--- src/rtl/tcr_pkg.sv ---
// ----------------------------------------------------------------------------
// Tick catch-up reconciler package
// Shared widths, register indexes, reset values, state type and the command
// and status groups between controller and datapath.
// ----------------------------------------------------------------------------
package tcr_pkg;

    localparam int TIME_W      = 32;
    localparam int PERIOD_W    = 20;
    localparam int CATCHUP_W   = 8;
    localparam int CFG_INDEX_W = 2;
    localparam int CFG_DATA_W  = 20;
    localparam int DIV_STEPS   = TIME_W;
    localparam int STEP_W      = $clog2(DIV_STEPS);

    localparam logic [CFG_INDEX_W-1:0] REG_TICK_PERIOD = CFG_INDEX_W'(0);
    localparam logic [CFG_INDEX_W-1:0] REG_MAX_CATCHUP = CFG_INDEX_W'(1);

    localparam logic [PERIOD_W-1:0]  PERIOD_RESET  = PERIOD_W'(10000);
    localparam logic [CATCHUP_W-1:0] CATCHUP_RESET = CATCHUP_W'(100);

    typedef enum logic [1:0] {
        ST_IDLE,
        ST_DIVIDE,
        ST_FINISH
    } tcr_state_t;

    typedef struct packed {
        logic load;
        logic step;
        logic finish;
    } tcr_cmd_t;

    typedef struct packed {
        logic div_last;
    } tcr_status_t;

endpackage

--- src/rtl/tcr_ctrl.sv ---
// ----------------------------------------------------------------------------
// Tick catch-up reconciler controller
// Sequences acceptance, the bit-serial divide and the result hand-over, and
// owns the valid flag of the output register.
// ----------------------------------------------------------------------------
module tcr_ctrl (
    input  logic                 clk,
    input  logic                 rst_n,
    input  logic                 in_valid,
    output logic                 in_stall,
    output logic                 out_valid,
    input  logic                 out_stall,
    output tcr_pkg::tcr_cmd_t    cmd,
    input  tcr_pkg::tcr_status_t status
);
    import tcr_pkg::*;

    tcr_state_t state_reg;
    tcr_state_t state_next;
    logic       out_valid_reg;
    logic       out_valid_next;
    logic       out_free;

    assign out_free = !out_valid_reg || !out_stall;

    always_ff @(posedge clk or negedge rst_n)
    begin
        if (!rst_n)
        begin
            state_reg     <= ST_IDLE;
            out_valid_reg <= 1'b0;
        end
        else
        begin
            state_reg     <= state_next;
            out_valid_reg <= out_valid_next;
        end
    end

    always_comb
    begin
        state_next = state_reg;
        unique case (state_reg)
            ST_IDLE:
            begin
                if (in_valid)
                begin
                    state_next = ST_DIVIDE;
                end
            end
            ST_DIVIDE:
            begin
                if (status.div_last)
                begin
                    state_next = ST_FINISH;
                end
            end
            ST_FINISH:
            begin
                if (out_free)
                begin
                    state_next = ST_IDLE;
                end
            end
            default:
            begin
                state_next = ST_IDLE;
            end
        endcase
    end

    always_comb
    begin
        cmd      = '0;
        in_stall = 1'b1;
        unique case (state_reg)
            ST_IDLE:
            begin
                in_stall = 1'b0;
                cmd.load = in_valid;
            end
            ST_DIVIDE:
            begin
                cmd.step = 1'b1;
            end
            ST_FINISH:
            begin
                cmd.finish = out_free;
            end
            default:
            begin
                cmd = '0;
            end
        endcase
    end

    always_comb
    begin
        out_valid_next = out_valid_reg;
        if (cmd.finish)
        begin
            out_valid_next = 1'b1;
        end
        else if (out_valid_reg && !out_stall)
        begin
            out_valid_next = 1'b0;
        end
    end

    assign out_valid = out_valid_reg;

endmodule

--- src/rtl/tcr_dp.sv ---
// ----------------------------------------------------------------------------
// Tick catch-up reconciler datapath
// Holds the configuration, the reference time and the tick total, divides the
// elapsed time by the period one quotient bit per cycle and forms the result.
// ----------------------------------------------------------------------------
module tcr_dp (
    input  logic                               clk,
    input  logic                               rst_n,
    input  logic                               cfg_write,
    input  logic [tcr_pkg::CFG_INDEX_W-1:0]    cfg_index,
    input  logic [tcr_pkg::CFG_DATA_W-1:0]     cfg_data,
    input  logic [tcr_pkg::TIME_W-1:0]         now_us,
    input  tcr_pkg::tcr_cmd_t                  cmd,
    output tcr_pkg::tcr_status_t               status,
    output logic [tcr_pkg::CATCHUP_W-1:0]      ticks_added,
    output logic [tcr_pkg::TIME_W-1:0]         tick_count,
    output logic                               resynced
);
    import tcr_pkg::*;

    logic [PERIOD_W-1:0]  period_reg;
    logic [CATCHUP_W-1:0] catchup_reg;
    logic                 have_ref_reg;
    logic [TIME_W-1:0]    ref_reg;
    logic [TIME_W-1:0]    total_reg;
    logic [TIME_W-1:0]    now_reg;
    logic [TIME_W-1:0]    quot_reg;
    logic [PERIOD_W-1:0]  rem_reg;
    logic [STEP_W-1:0]    step_reg;
    logic [CATCHUP_W-1:0] ticks_reg;
    logic                 resynced_reg;

    logic [PERIOD_W-1:0]  period_eff;
    logic [CATCHUP_W-1:0] limit_eff;
    logic [PERIOD_W:0]    trial;
    logic                 trial_ge;
    logic [PERIOD_W-1:0]  rem_next;
    logic [TIME_W-1:0]    ref_next;
    logic [CATCHUP_W-1:0] ticks_next;
    logic                 resynced_next;

    assign period_eff = (period_reg == '0) ? PERIOD_W'(1) : period_reg;
    assign limit_eff  = (catchup_reg == '0) ? CATCHUP_W'(1) : catchup_reg;

    assign trial    = {rem_reg, quot_reg[TIME_W-1]};
    assign trial_ge = trial >= {1'b0, period_eff};
    assign rem_next = trial_ge ? PERIOD_W'(trial - {1'b0, period_eff})
                               : trial[PERIOD_W-1:0];

    assign status.div_last = (step_reg == STEP_W'(DIV_STEPS - 1));

    // The new reference is now minus the remainder, or now on a resync.
    always_comb
    begin
        ref_next      = now_reg;
        ticks_next    = CATCHUP_W'(1);
        resynced_next = 1'b1;
        if (have_ref_reg && (quot_reg != '0))
        begin
            if (quot_reg > {{(TIME_W - CATCHUP_W){1'b0}}, limit_eff})
            begin
                ticks_next = limit_eff;
            end
            else
            begin
                ticks_next    = quot_reg[CATCHUP_W-1:0];
                ref_next      = now_reg - {{(TIME_W - PERIOD_W){1'b0}}, rem_reg};
                resynced_next = 1'b0;
            end
        end
    end

    always_ff @(posedge clk or negedge rst_n)
    begin
        if (!rst_n)
        begin
            period_reg   <= PERIOD_RESET;
            catchup_reg  <= CATCHUP_RESET;
            have_ref_reg <= 1'b0;
            ref_reg      <= '0;
            total_reg    <= '0;
        end
        else
        begin
            if (cfg_write)
            begin
                unique case (cfg_index)
                    REG_TICK_PERIOD: period_reg  <= cfg_data[PERIOD_W-1:0];
                    REG_MAX_CATCHUP: catchup_reg <= cfg_data[CATCHUP_W-1:0];
                    default:         period_reg  <= period_reg;
                endcase
            end
            if (cmd.finish)
            begin
                have_ref_reg <= 1'b1;
                ref_reg      <= ref_next;
                total_reg    <= total_reg + {{(TIME_W - CATCHUP_W){1'b0}}, ticks_next};
            end
        end
    end

    always_ff @(posedge clk)
    begin
        if (cmd.load)
        begin
            now_reg  <= now_us;
            quot_reg <= now_us - ref_reg;
            rem_reg  <= '0;
            step_reg <= '0;
        end
        else if (cmd.step)
        begin
            quot_reg <= {quot_reg[TIME_W-2:0], trial_ge};
            rem_reg  <= rem_next;
            step_reg <= step_reg + STEP_W'(1);
        end
        if (cmd.finish)
        begin
            ticks_reg    <= ticks_next;
            resynced_reg <= resynced_next;
        end
    end

    assign ticks_added = ticks_reg;
    assign tick_count  = total_reg;
    assign resynced    = resynced_reg;

endmodule

--- src/rtl/tick_catchup_reconciler_core.sv ---
// ----------------------------------------------------------------------------
// Tick catch-up reconciler
// Each item is one tick interrupt carrying the free-running microsecond
// counter. The first item after reset seeds the reference and counts one
// tick. Later items credit the whole tick periods elapsed since the
// reference, clamped to the catch-up limit, and keep the remainder so the
// tick clock does not drift. An early interrupt or a clamp resyncs the
// reference to the current time and sets resynced.
// The input channel takes an item when in_valid is high and in_stall is low.
// One result item follows each input item on the output channel. The block
// takes no new item until the last one is in the output register; its
// 32-step restoring divider produces one quotient bit per cycle.
// A result waiting under out_stall does not block the next input item, which
// is divided meanwhile and then held until the output register is free.
// Reset clears the reference, the tick total and the output valid flag, and
// loads the period and catch-up limit with their defaults. Configuration is
// written through cfg_write, cfg_index and cfg_data; the user must write it
// only while the block is idle (not enforced); unknown indexes are ignored.
// ----------------------------------------------------------------------------
module tick_catchup_reconciler_core (
    input  logic                               clk,
    input  logic                               rst_n,
    input  logic                               cfg_write,
    input  logic [tcr_pkg::CFG_INDEX_W-1:0]    cfg_index,
    input  logic [tcr_pkg::CFG_DATA_W-1:0]     cfg_data,
    input  logic                               in_valid,
    output logic                               in_stall,
    input  logic [tcr_pkg::TIME_W-1:0]         now_us,
    output logic                               out_valid,
    input  logic                               out_stall,
    output logic [tcr_pkg::CATCHUP_W-1:0]      ticks_added,
    output logic [tcr_pkg::TIME_W-1:0]         tick_count,
    output logic                               resynced
);
    import tcr_pkg::*;

    tcr_cmd_t    cmd;
    tcr_status_t status;

    tcr_ctrl u_ctrl (
        .clk       (clk),
        .rst_n     (rst_n),
        .in_valid  (in_valid),
        .in_stall  (in_stall),
        .out_valid (out_valid),
        .out_stall (out_stall),
        .cmd       (cmd),
        .status    (status)
    );

    tcr_dp u_dp (
        .clk         (clk),
        .rst_n       (rst_n),
        .cfg_write   (cfg_write),
        .cfg_index   (cfg_index),
        .cfg_data    (cfg_data),
        .now_us      (now_us),
        .cmd         (cmd),
        .status      (status),
        .ticks_added (ticks_added),
        .tick_count  (tick_count),
        .resynced    (resynced)
    );

endmodule
--- config.mk ---
export PLATFORM = sky130hd
export DESIGN_NAME = tick_catchup_reconciler_core
export DESIGN_NICKNAME = d
export VERILOG_FILES = /design/src/rtl/tcr_pkg.sv /design/src/rtl/tcr_ctrl.sv /design/src/rtl/tcr_dp.sv /design/src/rtl/tick_catchup_reconciler_core.sv
export SDC_FILE = /design/constraint.sdc
export NUM_CORES = 1
export LEC_CHECK = 0
export BUFFER_PORTS_ARGS = -buffer_cell sky130_fd_sc_hd__buf_4
export CORE_MARGIN = 5
export CORE_UTILIZATION = 55
export DETAILED_ROUTE_END_ITERATION = 10
export GPL_ROUTABILITY_DRIVEN = 0
export GPL_TIMING_DRIVEN = 1
export PLACE_DENSITY = 0.87
export SLEW_MARGIN = 20
export SYNTH_ARGS = -nofsm -noshare
export SYNTH_HDL_FRONTEND = slang
export SYNTH_HIERARCHICAL = 1
export SYNTH_SLANG_ARGS = --single-unit
--- constraint.sdc ---
create_clock -name clk -period 4.25 [get_ports clk]
set_input_delay 0.6375 -clock clk [delete_from_list [all_inputs] [get_ports clk]]
set_output_delay 0.6375 -clock clk [all_outputs]
set_load 0.01 [all_outputs]
Word-level counts from Yosys, hierarchy flattened

Index checks and enable logic that the tools add are counted.

Add/sub/neg operators: 5
Magnitude comparators: 2
Equality and inequality tests: 7
Multiplexer cells: 20
Reductions and logical operators: 15

Operator list:

| operator                                             | count |
|---|---|
| 2-to-1 mux 32 bit                                    | 4 |
| 2-to-1 mux 20 bit                                    | 2 |
| adder 32 x 8 -> 32 bit                               | 1 |
| > comparator 32 x 8 -> 1 bit                         | 1 |
| nonzero test 32 bit                                  | 1 |
| subtractor 32 x 20 -> 32 bit                         | 1 |
| subtractor 32 bit                                    | 1 |
| 2-to-1 mux 8 bit                                     | 3 |
| >= comparator 21 x 20 -> 1 bit                       | 1 |
| logical NOT 20 bit                                   | 1 |
| subtractor 20 bit                                    | 1 |
| logical NOT 8 bit                                    | 1 |
| 2-to-1 mux 1 bit                                     | 7 |
| 2-to-1 mux 2 bit                                     | 3 |
| case mux 2 bit (3 select lines)                      | 1 |
| adder 5 x 1 -> 5 bit (second input constant)         | 1 |
| equality test 5 bit (second input constant)          | 1 |
| equality test 2 x 1 -> 1 bit (second input constant) | 2 |
| logical NOT 2 bit                                    | 2 |
| != test 2 bit (second input constant)                | 2 |
| AND reduction 2 bit                                  | 2 |
| nonzero test 2 bit                                   | 2 |
| AND reduction 3 bit                                  | 1 |
| equality test 2 bit (second input constant)          | 1 |
| other kinds (4)                                      | 6 |

Bits in registers: 194
Input port bits: 59
Output and inout bits: 43

Depth between registers and ports, before layout

Gate-level depths: netlist of the first run.

Word-level depth: 6
Depth in mapped cells: 22

By module

The synthesis of the first run kept the hierarchy.

By module, submodules not included:

| module   | instances | cells each | area an instance (um^2) | sequential area each (um^2) |
|---|---|---|---|---|
| tcr_dp   | 1         | 1350       | 12500.7                 | 5029.8 |
| tcr_ctrl | 1         | 17         | 162.7                   | 75.1 |

Worst setup path after synthesis of the first run

OpenSTA, ideal clock, no wires.

Kind: register -> register
From: register u_dp.catchup_reg[2]
To: register u_dp.total_reg[20] (netlist: u_dp/tick_count[20])
Setup time: 0.125 ns
Arrival time: 4.223 ns
Data required time: 4.125 ns
Path slack: -0.098 ns
Cell stages (with the launch flop): 19
Path buffers: 0
Period minus slack after synthesis: 4.348 ns
Cells stage by stage: dfstp_2 -> nor4_1 -> a41o_1 -> ha_1 -> nand4_1 -> o21ai_0 -> o21ai_0 -> nor3_1 -> a21oi_1 -> or2_2 -> fa_1 -> nor2b_1 -> o21ai_0 -> a21boi_0 -> o21ai_0 -> a21o_1 -> a21oi_1 -> nand4_1 -> xnor2_1

Word-level cells in the longest chain between the ends: 6

Ends and longest elaborated chain:

| what                         | line         | source |
|---|---|---|
| start, declared              | tcr_dp.sv:22 | `logic [CATCHUP_W-1:0] catchup_reg;` |
| start signal, assigned       | tcr_dp.sv:89 | `REG_MAX_CATCHUP: catchup_reg <= cfg_data[CATCHUP_W-1:0];` |
| logical NOT 8 bit            | tcr_dp.sv:43 | `assign limit_eff = (catchup_reg == '0) ? CATCHUP_W'(1) : catchup_reg;` |
| 2-to-1 mux 8 bit *           | tcr_dp.sv:43 |  |
| > comparator 32 x 8 -> 1 bit | tcr_dp.sv:60 | `if (quot_reg > {{(TIME_W - CATCHUP_W){1'b0}}, limit_eff})` |
| 2-to-1 mux 8 bit *           | tcr_dp.sv:60 |  |
| 2-to-1 mux 8 bit *           | tcr_dp.sv:58 | `if (have_ref_reg && (quot_reg != '0))` |
| adder 32 x 8 -> 32 bit *     | tcr_dp.sv:97 | `total_reg <= total_reg + {{(TIME_W - CATCHUP_W){1'b0}}, ticks_next};` |
| end signal, assigned         | tcr_dp.sv:97 |  |
| end, declared                | tcr_dp.sv:25 | `logic [TIME_W-1:0] total_reg;` |

Mark *: on every way between the ends. The rest lies on a longest branch, timed or not.
A chain may end at the register's enable or synchronous reset.

Worst setup path in the final report of the first run

From: register u_dp.catchup_reg[6]
To: register u_dp.total_reg[20] (netlist: u_dp/tick_count[20])

Word-level cells in the longest chain between the ends: 6

Ends and longest elaborated chain:

| what                         | line         | source |
|---|---|---|
| logical NOT 8 bit            | tcr_dp.sv:43 |  |
| 2-to-1 mux 8 bit *           | tcr_dp.sv:43 |  |
| > comparator 32 x 8 -> 1 bit | tcr_dp.sv:60 |  |
| 2-to-1 mux 8 bit *           | tcr_dp.sv:60 |  |
| 2-to-1 mux 8 bit *           | tcr_dp.sv:58 |  |
| net u_dp.ticks_next[0]       | tcr_dp.sv:39 | `logic [CATCHUP_W-1:0] ticks_next;` |
| adder 32 x 8 -> 32 bit *     | tcr_dp.sv:97 |  |

Mark *: on every way through the listed nets, which the timed path passes. The rest lies on a longest branch.

==> results.txt, run 1 <==
result of the run: complete, no violations
count of pins over their slew limit: 0
highest ir drop seen on vdd: 377.5 uV
DP Worst Slack: -0.01798 ns
count of TritonRoute iterations in the first routing pass: 5
largest clock skew in the final design: 0.01294 ns
Via Count: 10820
global-route wire length before repair: 52.13 mm
detailed-route vias per instance: 6.145
CP startpoint kind: flop
maximum number of pins on one net before global-route repair: 90
setup ws final: 0.2185 ns
Std-Cell Core Area: 22640 um^2
chip height: 161.7 um
antenna-violating nets left: 0
leading cell types by total area after synthesis: dfrtp_1 (17%), edfxtp_1 (17%), ha_1 (8.8%)
number of cell rows: 55
Top Ports: 102
horizontal die dimension: 161.7 um
commonest cells after routing, fill and taps aside: a21oi_1 (122), buf_4 (120), inv_1 (119)
most common cell after layout, fill and taps aside: a21oi_1
Detailed Place HPWL: 23.31 mm
area of the die: 26160 um^2
vias in the first global route: 10240
number of synthesis warnings: 6
most common flop cell mapped by yosys: dfrtp_1
area growth from synthesis to layout: 13.81%
pwr/cell area: 635.2 nW/um^2
CP Data Arrival Time: 4.36 ns
number of hold violations in the final report: 0
layout cells sized above 1: 15.65%
Fmax: 248.0 MHz
fraction of synthesis flops using an asynchronous set or reset pin: 49.48%
number of enable flip-flop cells after synthesis: 73
fraction of the cycle the final worst path needs: 94.86%
Clk Tree Root Cell: clkbuf_16
crit path time final: 4.032 ns
final design instance area without fill: 14410 um^2
total of endpoints with negative setup slack in the final report: 0
Initial Util: 55.93%
number of clock sinks: 194
Setup CP Type: reg2reg
clock buffer depth: 2
synthesized area: 12660 um^2
Post-Syn Instances: 1367
Avg Cell Area, Syn: 9.264 um^2
max capacitance violation total: 0
drt initial violations: 1309
total number of H-tree levels: 4
relative slew slack: 35.62%
share of Yosys cell area claimed by the top area cell type: 17.39%
number of port buffers: 101
Inserted Diodes: 0
maximum fanout along the worst path: 6
Post-layout nets: 1615
Synth area leader: dfrtp_1
hold-fix buffers at CTS: 0
number of flip-flops and latches in the synthesized netlist: 194
CTS clk-pin slew, worst paths: 0.08 ns
final WL: 32.73 mm
antenna violations before repair: 0
post-route DRC violation count: 0
WL per Instance: 18.58 um
Post-Synthesis Net Count: 1519
element type at the critical path end: flop
slew of the pin with the lowest slew margin: 0.9657 ns
share of the yosys chip area belonging to registers: 40.31%
number of fill cells: 1726
instance area at placement: 13740 um^2
count of unique library cells instantiated by Yosys: 85
Inserted Clock Buffers: 17
clock latency on the worst-skew pair: 0.44 ns
TritonCTS clock tree: yes
Leak: 6.384 nW
gr ovfl total: 0
HP Class: in2async
Total Power Consumption: 0.009155 W
total global routing track utilization: 24.49%
critical path required time: 4.58 ns
cell usage after synthesis, drive strengths merged, types with 5 or more instances:
master	count
a21oi	125
inv	122
nor2	104
nand2	98
ha	89
dfrtp	88
o21ai	82
edfxtp	73
xnor2	63
clkbuf	38
nand3	38
mux2	34
a21o	26
dfxtp	25
nor3	25
and3	21
xor2	21
a211oi	20
nand4	20
mux2i	19
nor4	18
nor2b	17
o21a	17
nand2b	15
a31oi	13
o211ai	12
and2	10
or3	10
buf	8
dfstp	8
or2	8
a311oi	7
o21bai	6
o41ai	6
or4	6
a211o	5
nand4b	5
o31ai	5
per-stage QoR:
step / utilization, % / cells / TNS (ns) / hold WS (ns)
6_report: 63.66 / 1761 / 0 / 0.2977
5_1_grt: 63.66 / 1761 / -0.03517 / 0.3624
4_1_cts: 63.32 / 1754 / 0 / 0.3461
3_5_place_dp: 60.70 / 1722 / -0.01798 / 0.4787
3_3_place_gp: 60.70 / 1722 / 0 / 0.4616
2_1_floorplan: - / 1367 / 0 / 0.3419
power breakdown:
| group | total, W | leakage, nW | switching (W) | internal [W] |
|---|---|---|---|---|
| Clock | 0.00165 | 0.292 | 0.000837 | 0.000811 |
| Combinational | 0.00457 | 4.03 | 0.00261 | 0.00196 |
| Sequential | 0.00293 | 2.06 | 0.000417 | 0.00252 |
routing by layer:
metal  wire, um  track usage (%)
met1      14070            34.16
met2      15410            40.16
met3       2572            3.958
met4        673            6.459
met5          0                0
worst max-delay path: stages, from the launching register on:
cell,delay (ns)
dfstp_2,0.55
nor4_1,0.05
a41o_1,0.27
ha_1,0.28
nand4_1,0.12
o21ai_2,0.17
o21ai_0,0.10
nor3_1,0.14
buf_4,0.17
mux2i_1,0.08
nand3_1,0.11
ha_2,0.19
inv_1,0.05
fa_2,0.35
nor2b_1,0.12
o21ai_1,0.09
a21boi_1,0.19
o21ai_1,0.10
a21o_1,0.21
a21oi_4,0.20
buf_6,0.14
nand4_1,0.11
xnor2_1,0.14
worst paths after layout:
kind / start / endpoint / slack, ns / depth (start not counted)
setup / recovery: u_dp/catchup_reg[6] / u_dp/tick_count[20] / 0.22 / 22
hold / removal: rst_n / u_dp/ref_reg[26] / 0.30 / 1
setup reg to reg: u_dp/catchup_reg[6] / u_dp/tick_count[20] / 0.22 / 22
hold reg to reg: u_dp/tick_count[31] / u_dp/tick_count[31] / 0.49 / 1
max in group asynchronous: rst_n / u_dp/tick_count[27] / 2.95 / 2
min in group clk: now_us[26] / u_dp/now_reg[26] / 0.38 / 1
area by class of cell:
| cell class | instances | area [um^2] | share of cell area, % |
|---|---|---|---|
| inverters | 122 | 457.9 | 3.177 |
| multi-input cells | 1005 | 6947 | 48.20 |
| clock buffers | 18 | 439.2 | 3.047 |
| clock inverters | 14 | 155.1 | 1.076 |
| well taps | 285 | 356.6 | 2.474 |
| flip-flops and latches | 194 | 5105 | 35.42 |
| repair buffers | 123 | 952.2 | 6.606 |
kinds of logic after synthesis:
group,synth area share [%]
simple gates,16.40
compound gates,18.34
buf+inv,5.187
mux,4.525
xor+xnor,5.810
fa+ha+maj,9.426
flops,40.31
timing repair:
item,CTS,global route
cloned,0,1
gates resized for setup,1,12
buffers inserted,0,6
pin swaps,0,6
setup endpoints to repair,6,25
Power figures use the tool's default switching activity.
==> inputs of run 2 (changes only) <==
SYNTH_HIERARCHICAL = unset   (was 1)
==> run 2 against run 1 <==
Against the previous run:
- die area is 4.0% lower
- clock skew is essentially flat
- design area fell by 2.6%
- wire length decreased by 7.2%
- non-clock buffer count rose by 7
- worst hold slack got worse by 0.15 ns
- sequential power hardly changed
- largest power group unchanged
==> results.txt, run 2 <==
critical path required time: 4.59 ns
Leak: 6.557 nW
Slowest cell on crit path: dfrtp_1
gr ovfl total: 0
slew of the pin with the lowest slew margin: 1.100 ns
highest ir drop seen on vdd: 347.0 uV
final WL: 30.38 mm
Worst R2R End: u_dp.tick_count[30]
Total Power Consumption: 0.009204 W
Initial Util: 55.71%
synthesized area: 12120 um^2
cell breakdown of the critical path: nor4_4 > a41o_1 > ha_1 > nand4_1 > nand2b_1 > o211ai_4 > mux2i_1 > nand2b_1 > ha_1 > inv_1 > fa_2 > nor2b_1 > o21ai_1 > a21boi_1 > o21ai_1 > a21oi_2 > o21a_2 > nor2_4 > nor2_1 > xor2_1
drt initial violations: 812
total of endpoints with negative setup slack in the final report: 0
antenna violations before repair: 0
CP Data Arrival Time: 4.42 ns
commonest cells after routing, fill and taps aside: nand2_1 (132), buf_4 (129), inv_1 (107)
most common flop cell mapped by yosys: dfrtp_1
CTS clk-pin slew, worst paths: 0.08 ns
Setup CP Type: reg2reg
fraction of synthesis flops using an asynchronous set or reset pin: 49.48%
maximum number of pins on one net before global-route repair: 79
clock buffer depth: 2
max capacitance violation total: 0
number of synthesis warnings: 0
leading cell types by total area after synthesis: dfrtp_1 (18%), edfxtp_1 (18%), ha_1 (9.2%)
horizontal die dimension: 158.4 um
maximum fanout along the worst path: 6
Std-Cell Core Area: 21760 um^2
Inserted Clock Buffers: 17
number of clock sinks: 194
post-route DRC violation count: 0
final design instance area without fill: 14040 um^2
CP startpoint kind: flop
TritonCTS clock tree: yes
instance area at placement: 13280 um^2
Avg Cell Area, Syn: 9.337 um^2
share of Yosys cell area claimed by the top area cell type: 18.17%
Synth area leader: dfrtp_1
layout cells sized above 1: 16.22%
top cells by instance count after synthesis: nand2_1 (134), o21ai_0 (109), inv_1 (107)
Top Ports: 102
cell count after placement: 1660
most instantiated library cell after synthesis: nand2_1
pwr/cell area: 655.7 nW/um^2
tightest hold margin: 0.1473 ns
antenna-violating nets left: 0
total number of H-tree levels: 4
most common cell after layout, fill and taps aside: nand2_1
HP Class: in2async
relative slew slack: 26.42%
chip height: 158.4 um
Post-Synthesis Net Count: 1450
number of enable flip-flop cells after synthesis: 73
Worst Reg2Reg Path Length in Cells: 20
vias in the first global route: 9897
count of pins over their slew limit: 0
crit path time final: 4.081 ns
final-layout setup total negative slack: 0 ns
Worst R2R Start: u_dp.catchup_reg[4]
result of the run: complete, no violations
WL per Instance: 17.89 um
area growth from synthesis to layout: 15.83%
largest clock skew in the final design: 0.01318 ns
Post-Syn Instances: 1298
fraction of the cycle the final worst path needs: 96.01%
largest stage delay on the critical path: 0.43 ns
clock latency on the worst-skew pair: 0.45 ns
Via Count: 10160
number of port buffers: 101
Clk Tree Root Cell: clkbuf_16
detailed-route vias per instance: 5.981
number of hold violations in the final report: 0
hold-fix buffers at CTS: 0
Post-layout nets: 1557
count of TritonRoute iterations in the first routing pass: 5
reg-to-reg slack, setup: 0.17 ns
count of unique library cells instantiated by Yosys: 78
share of the yosys chip area belonging to registers: 42.12%
number of cell rows: 54
number of flip-flops and latches in the synthesized netlist: 194
Inserted Diodes: 0
area of the die: 25100 um^2
Detailed Place HPWL: 21.98 mm
total global routing track utilization: 23.93%
final standard cell count with taps included and fillers excluded: 1698
Fmax: 245.1 MHz
global-route wire length before repair: 48.37 mm
element type at the critical path end: flop
run 2: repair_timing:
| item | CTS | global route |
|---|---|---|
| gates cloned | 0 | 1 |
| setup buffers | 0 | 4 |
| gates resized for setup | 5 | 23 |
| endpoints found under the setup margin | 19 | 25 |
| pin swaps | 1 | 10 |
| endpoints found under the hold margin | 0 | 0 |
run 2: logic make-up after synthesis:
| family | count (synthesis) | synth area share (%) |
|---|---|---|
| buf+inv | 151 | 4.718 |
| xor+xnor | 96 | 6.938 |
| mux | 22 | 1.962 |
| compound gates | 359 | 19.06 |
| flops | 194 | 42.12 |
| simple gates | 383 | 15.35 |
| fa+ha+maj | 93 | 9.849 |
run 2: worst max path at each step:
stage | from | to | slack, ns | cells after the start
final | u_dp.catchup_reg[4] | u_dp.tick_count[30] | 0.17 | 20
after global routing | u_dp.catchup_reg[4] | u_dp.tick_count[29] | -0.09 | 19
after CTS | u_dp.catchup_reg[4] | u_dp.tick_count[20] | 0.001 | 22
after detailed placement | u_dp.catchup_reg[4] | u_dp.tick_count[20] | -0.23 | 22
after global placement | u_dp.catchup_reg[4] | u_dp.tick_count[24] | -0.11 | 22
after floorplan | u_dp.catchup_reg[4] | u_dp.tick_count[28] | 0.23 | 21
run 2: layout make-up:
| class | instances | area [um^2] |
|---|---|---|
| well taps | 280 | 350.3 |
| fillers | 1683 | 7719 |
| multi-input cells | 954 | 6599 |
| clock buffers | 18 | 450.4 |
| repair buffers | 130 | 988.4 |
| inverters | 108 | 405.4 |
| flip-flops and latches | 194 | 5105 |
| clock inverters | 14 | 138.9 |
run 2: where the power goes:
| group | leakage (nW) | switching (W) | internal, W |
|---|---|---|---|
| registers | 2.01 | 0.000341 | 0.00257 |
| logic | 4.26 | 0.00275 | 0.00193 |
| clock network | 0.286 | 0.000804 | 0.000815 |
run 2: layer usage:
layer	global-route usage [%]	share of wire, %	vias up
met3	4.947	6.8	71
li1	-	-	4846
met5	0	0	-
met2	40.06	48	329
met4	8.408	2.9	0
met1	30.96	42	4909
run 2: through the flow:
stage,setup slack [ns],utilization [%]
3_3_place_gp,-0.1051,61.03
4_1_cts,0.001048,63.81
6_report,0.1694,64.52
3_5_place_dp,-0.2279,61.03
5_1_grt,-0.08719,64.52
2_1_floorplan,0.2252,-
run 2: critical path: cells and delay by family, from the launching register on:
family,cells,cell delay [ns]
adder cells (fa/ha/maj),3,0.64
buffers and inverters,1,0.07
AND/OR/NAND/NOR,7,1.11
multiplexers,1,0.23
XOR/XNOR,1,0.15
flip-flops,1,0.43
AO/OA/AOI/OAI,7,1.31
==> inputs of run 3 (changes only) <==
--- a/config.mk
+++ b/config.mk
@@ -8,9 +8,9 @@
 export BUFFER_PORTS_ARGS = -buffer_cell sky130_fd_sc_hd__buf_4
 export CORE_MARGIN = 5
-export CORE_UTILIZATION = 55
+export CORE_UTILIZATION = 60
 export DETAILED_ROUTE_END_ITERATION = 10
 export GPL_ROUTABILITY_DRIVEN = 0
 export GPL_TIMING_DRIVEN = 1
-export PLACE_DENSITY = 0.87
+export PLACE_DENSITY = 0.9
 export SLEW_MARGIN = 20
 export SYNTH_ARGS = -nofsm -noshare
==> constraint.sdc (replaced) <==
create_clock -name clk -period 4.4 [get_ports clk]
set_input_delay 0.66 -clock clk [delete_from_list [all_inputs] [get_ports clk]]
set_output_delay 0.66 -clock clk [all_outputs]
set_load 0.02 [all_outputs]
==> run 3 against run 2 <==
Against the previous run:
- worst hold slack improved by 0.15 ns
- combinational power fell by 4%
- cell count shrank 1.2%
- global-route usage up 2.5 points
- count of clock-buffer cells in the layout up 1
- flip-flop and latch count unchanged
- highest routed layer unchanged
==> results.txt, run 3 (synthesis results as in run 2) <==
detailed-route vias per instance: 6.137
Clk Tree Root Cell: clkbuf_16
count of pins over their slew limit: 0
fraction of the cycle the final worst path needs: 96.46%
result of the run: complete, no violations
drt initial violations: 857
post-layout util: 69.38%
total number of H-tree levels: 4
commonest cells after routing, fill and taps aside: nand2_1 (132), buf_4 (120), o21ai_0 (108)
TritonCTS clock tree: yes
post-route DRC violation count: 0
Via Count: 10300
total of endpoints with negative setup slack in the final report: 0
final WL: 31.02 mm
Setup CP Type: reg2reg
Inserted Diodes: 0
count of TritonRoute iterations in the first routing pass: 5
max capacitance violation total: 0
Fmax: 235.6 MHz
number of port buffers: 101
element type at the critical path end: flop
Post-layout nets: 1547
HP Class: in2async
most common cell after layout, fill and taps aside: nand2_1
area growth from synthesis to layout: 14.72%
Top Ports: 102
final-layout setup total negative slack: 0 ns
crit path time final: 4.244 ns
Total Power Consumption: 0.008941 W
gr ovfl total: 0
global-route wire length before repair: 50.63 mm
chip height: 152.1 um
maximum fanout along the worst path: 10
WL per Instance: 18.49 um
CP Data Arrival Time: 4.61 ns
pwr/cell area: 643.1 nW/um^2
number of hold violations in the final report: 0
number of cell rows: 52
number of fill cells: 1474
Detailed Place HPWL: 21.87 mm
antenna-violating nets left: 0
area of the die: 23140 um^2
cell count after placement: 1641
Inserted Clock Buffers: 17
number of clock sinks: 194
antenna violations before repair: 0
critical path required time: 4.77 ns
Initial Util: 60.48%
highest ir drop seen on vdd: 324.0 uV
largest clock skew in the final design: 0.01065 ns
Leak: 6.521 nW
CTS clk-pin slew, worst paths: 0.08 ns
Std-Cell Core Area: 20040 um^2
vias in the first global route: 10240
clock latency on the worst-skew pair: 0.45 ns
maximum number of pins on one net before global-route repair: 79
total global routing track utilization: 26.42%
layout cells sized above 1: 15.06%
CP startpoint kind: flop
relative slew slack: 33.35%
slew of the pin with the lowest slew margin: 0.9997 ns
final standard cell count with taps included and fillers excluded: 1678
horizontal die dimension: 152.1 um
clock buffer depth: 2
[run 3: cell type report]
cell class                 instances  area, um^2  area share, %
multi-input combinational        953        6529          46.96
timing repair buffer             121       920.9          6.623
sequential                       194        5105          36.72
inverter                         108       405.4          2.916
clock inverter                    13       130.1         0.9359
clock buffer                      19       475.5          3.420
tap                              270       337.8          2.430
[run 3: timing repair]
item / CTS / global route
hold endpoints to repair: 0 / 0
pin swaps: 0 / 7
hold buffers: 0 / 0
buffers inserted: 0 / 5
gates resized for setup: 2 / 9
endpoints found under the setup margin: 12 / 19
[run 3: path summary, 6_finish.rpt]
check | from | to | slack (ns) | cells after the start
min in group clk | now_us[22] | u_dp.now_reg[22] | 0.40 | 1
hold reg to reg | u_dp.ref_reg[26] | u_dp.ref_reg[26] | 0.48 | 2
setup / recovery | u_dp.catchup_reg[1] | u_dp.tick_count[26] | 0.16 | 23
setup reg to reg | u_dp.catchup_reg[1] | u_dp.tick_count[26] | 0.16 | 23
max in group asynchronous | rst_n | u_dp.catchup_reg[5] | 3.07 | 2
hold / removal | rst_n | u_dp.tick_count[30] | 0.30 | 1
[run 3: through the flow]
stage               setup WS, ns  instance area, um^2  hold slack [ns]
floorplan                 0.3745                12120           0.3644
global placement        0.009594                13200           0.4501
detailed placement       -0.1195                13200           0.4717
CTS                     0.007433                13810           0.3300
global route             -0.1382                13900           0.3681
finish                    0.1558                13900           0.2971
[run 3: critical path, cell delays in order, from the launching register on]
cell      delay, ns
dfrtp_1        0.39
nor4_2         0.31
a41o_1         0.25
ha_1           0.15
nor2b_1        0.04
o21ai_0        0.18
nand2b_1       0.10
a21oi_2        0.18
o211ai_2       0.13
mux2i_1        0.15
nand2b_1       0.12
ha_1           0.18
inv_1          0.06
fa_1           0.40
nor2b_1        0.13
o21ai_1        0.08
a21boi_1       0.18
o21ai_0        0.11
a21oi_1        0.18
o21a_1         0.20
nor2_4         0.06
buf_12         0.14
nor4_4         0.23
xor2_1         0.20
[run 3: report_power, final]
group	internal, W	leakage (nW)	switching (W)
Sequential	0.00248	2.01	0.000344
Clock	0.000821	0.300	0.000793
Combinational	0.00183	4.21	0.00267
Total	0.00514	6.52	0.00380
[run 3: metal layers]
| layer | routed length, um | global-route usage, % | up-vias |
|---|---|---|---|
| li1 | - | - | 4829 |
| met3 | 2054 | 4.323 | 95 |
| met5 | 0 | 0 | - |
| met2 | 15270 | 45.19 | 447 |
| met4 | 1044 | 12.24 | 0 |
| met1 | 12650 | 32.87 | 4927 |
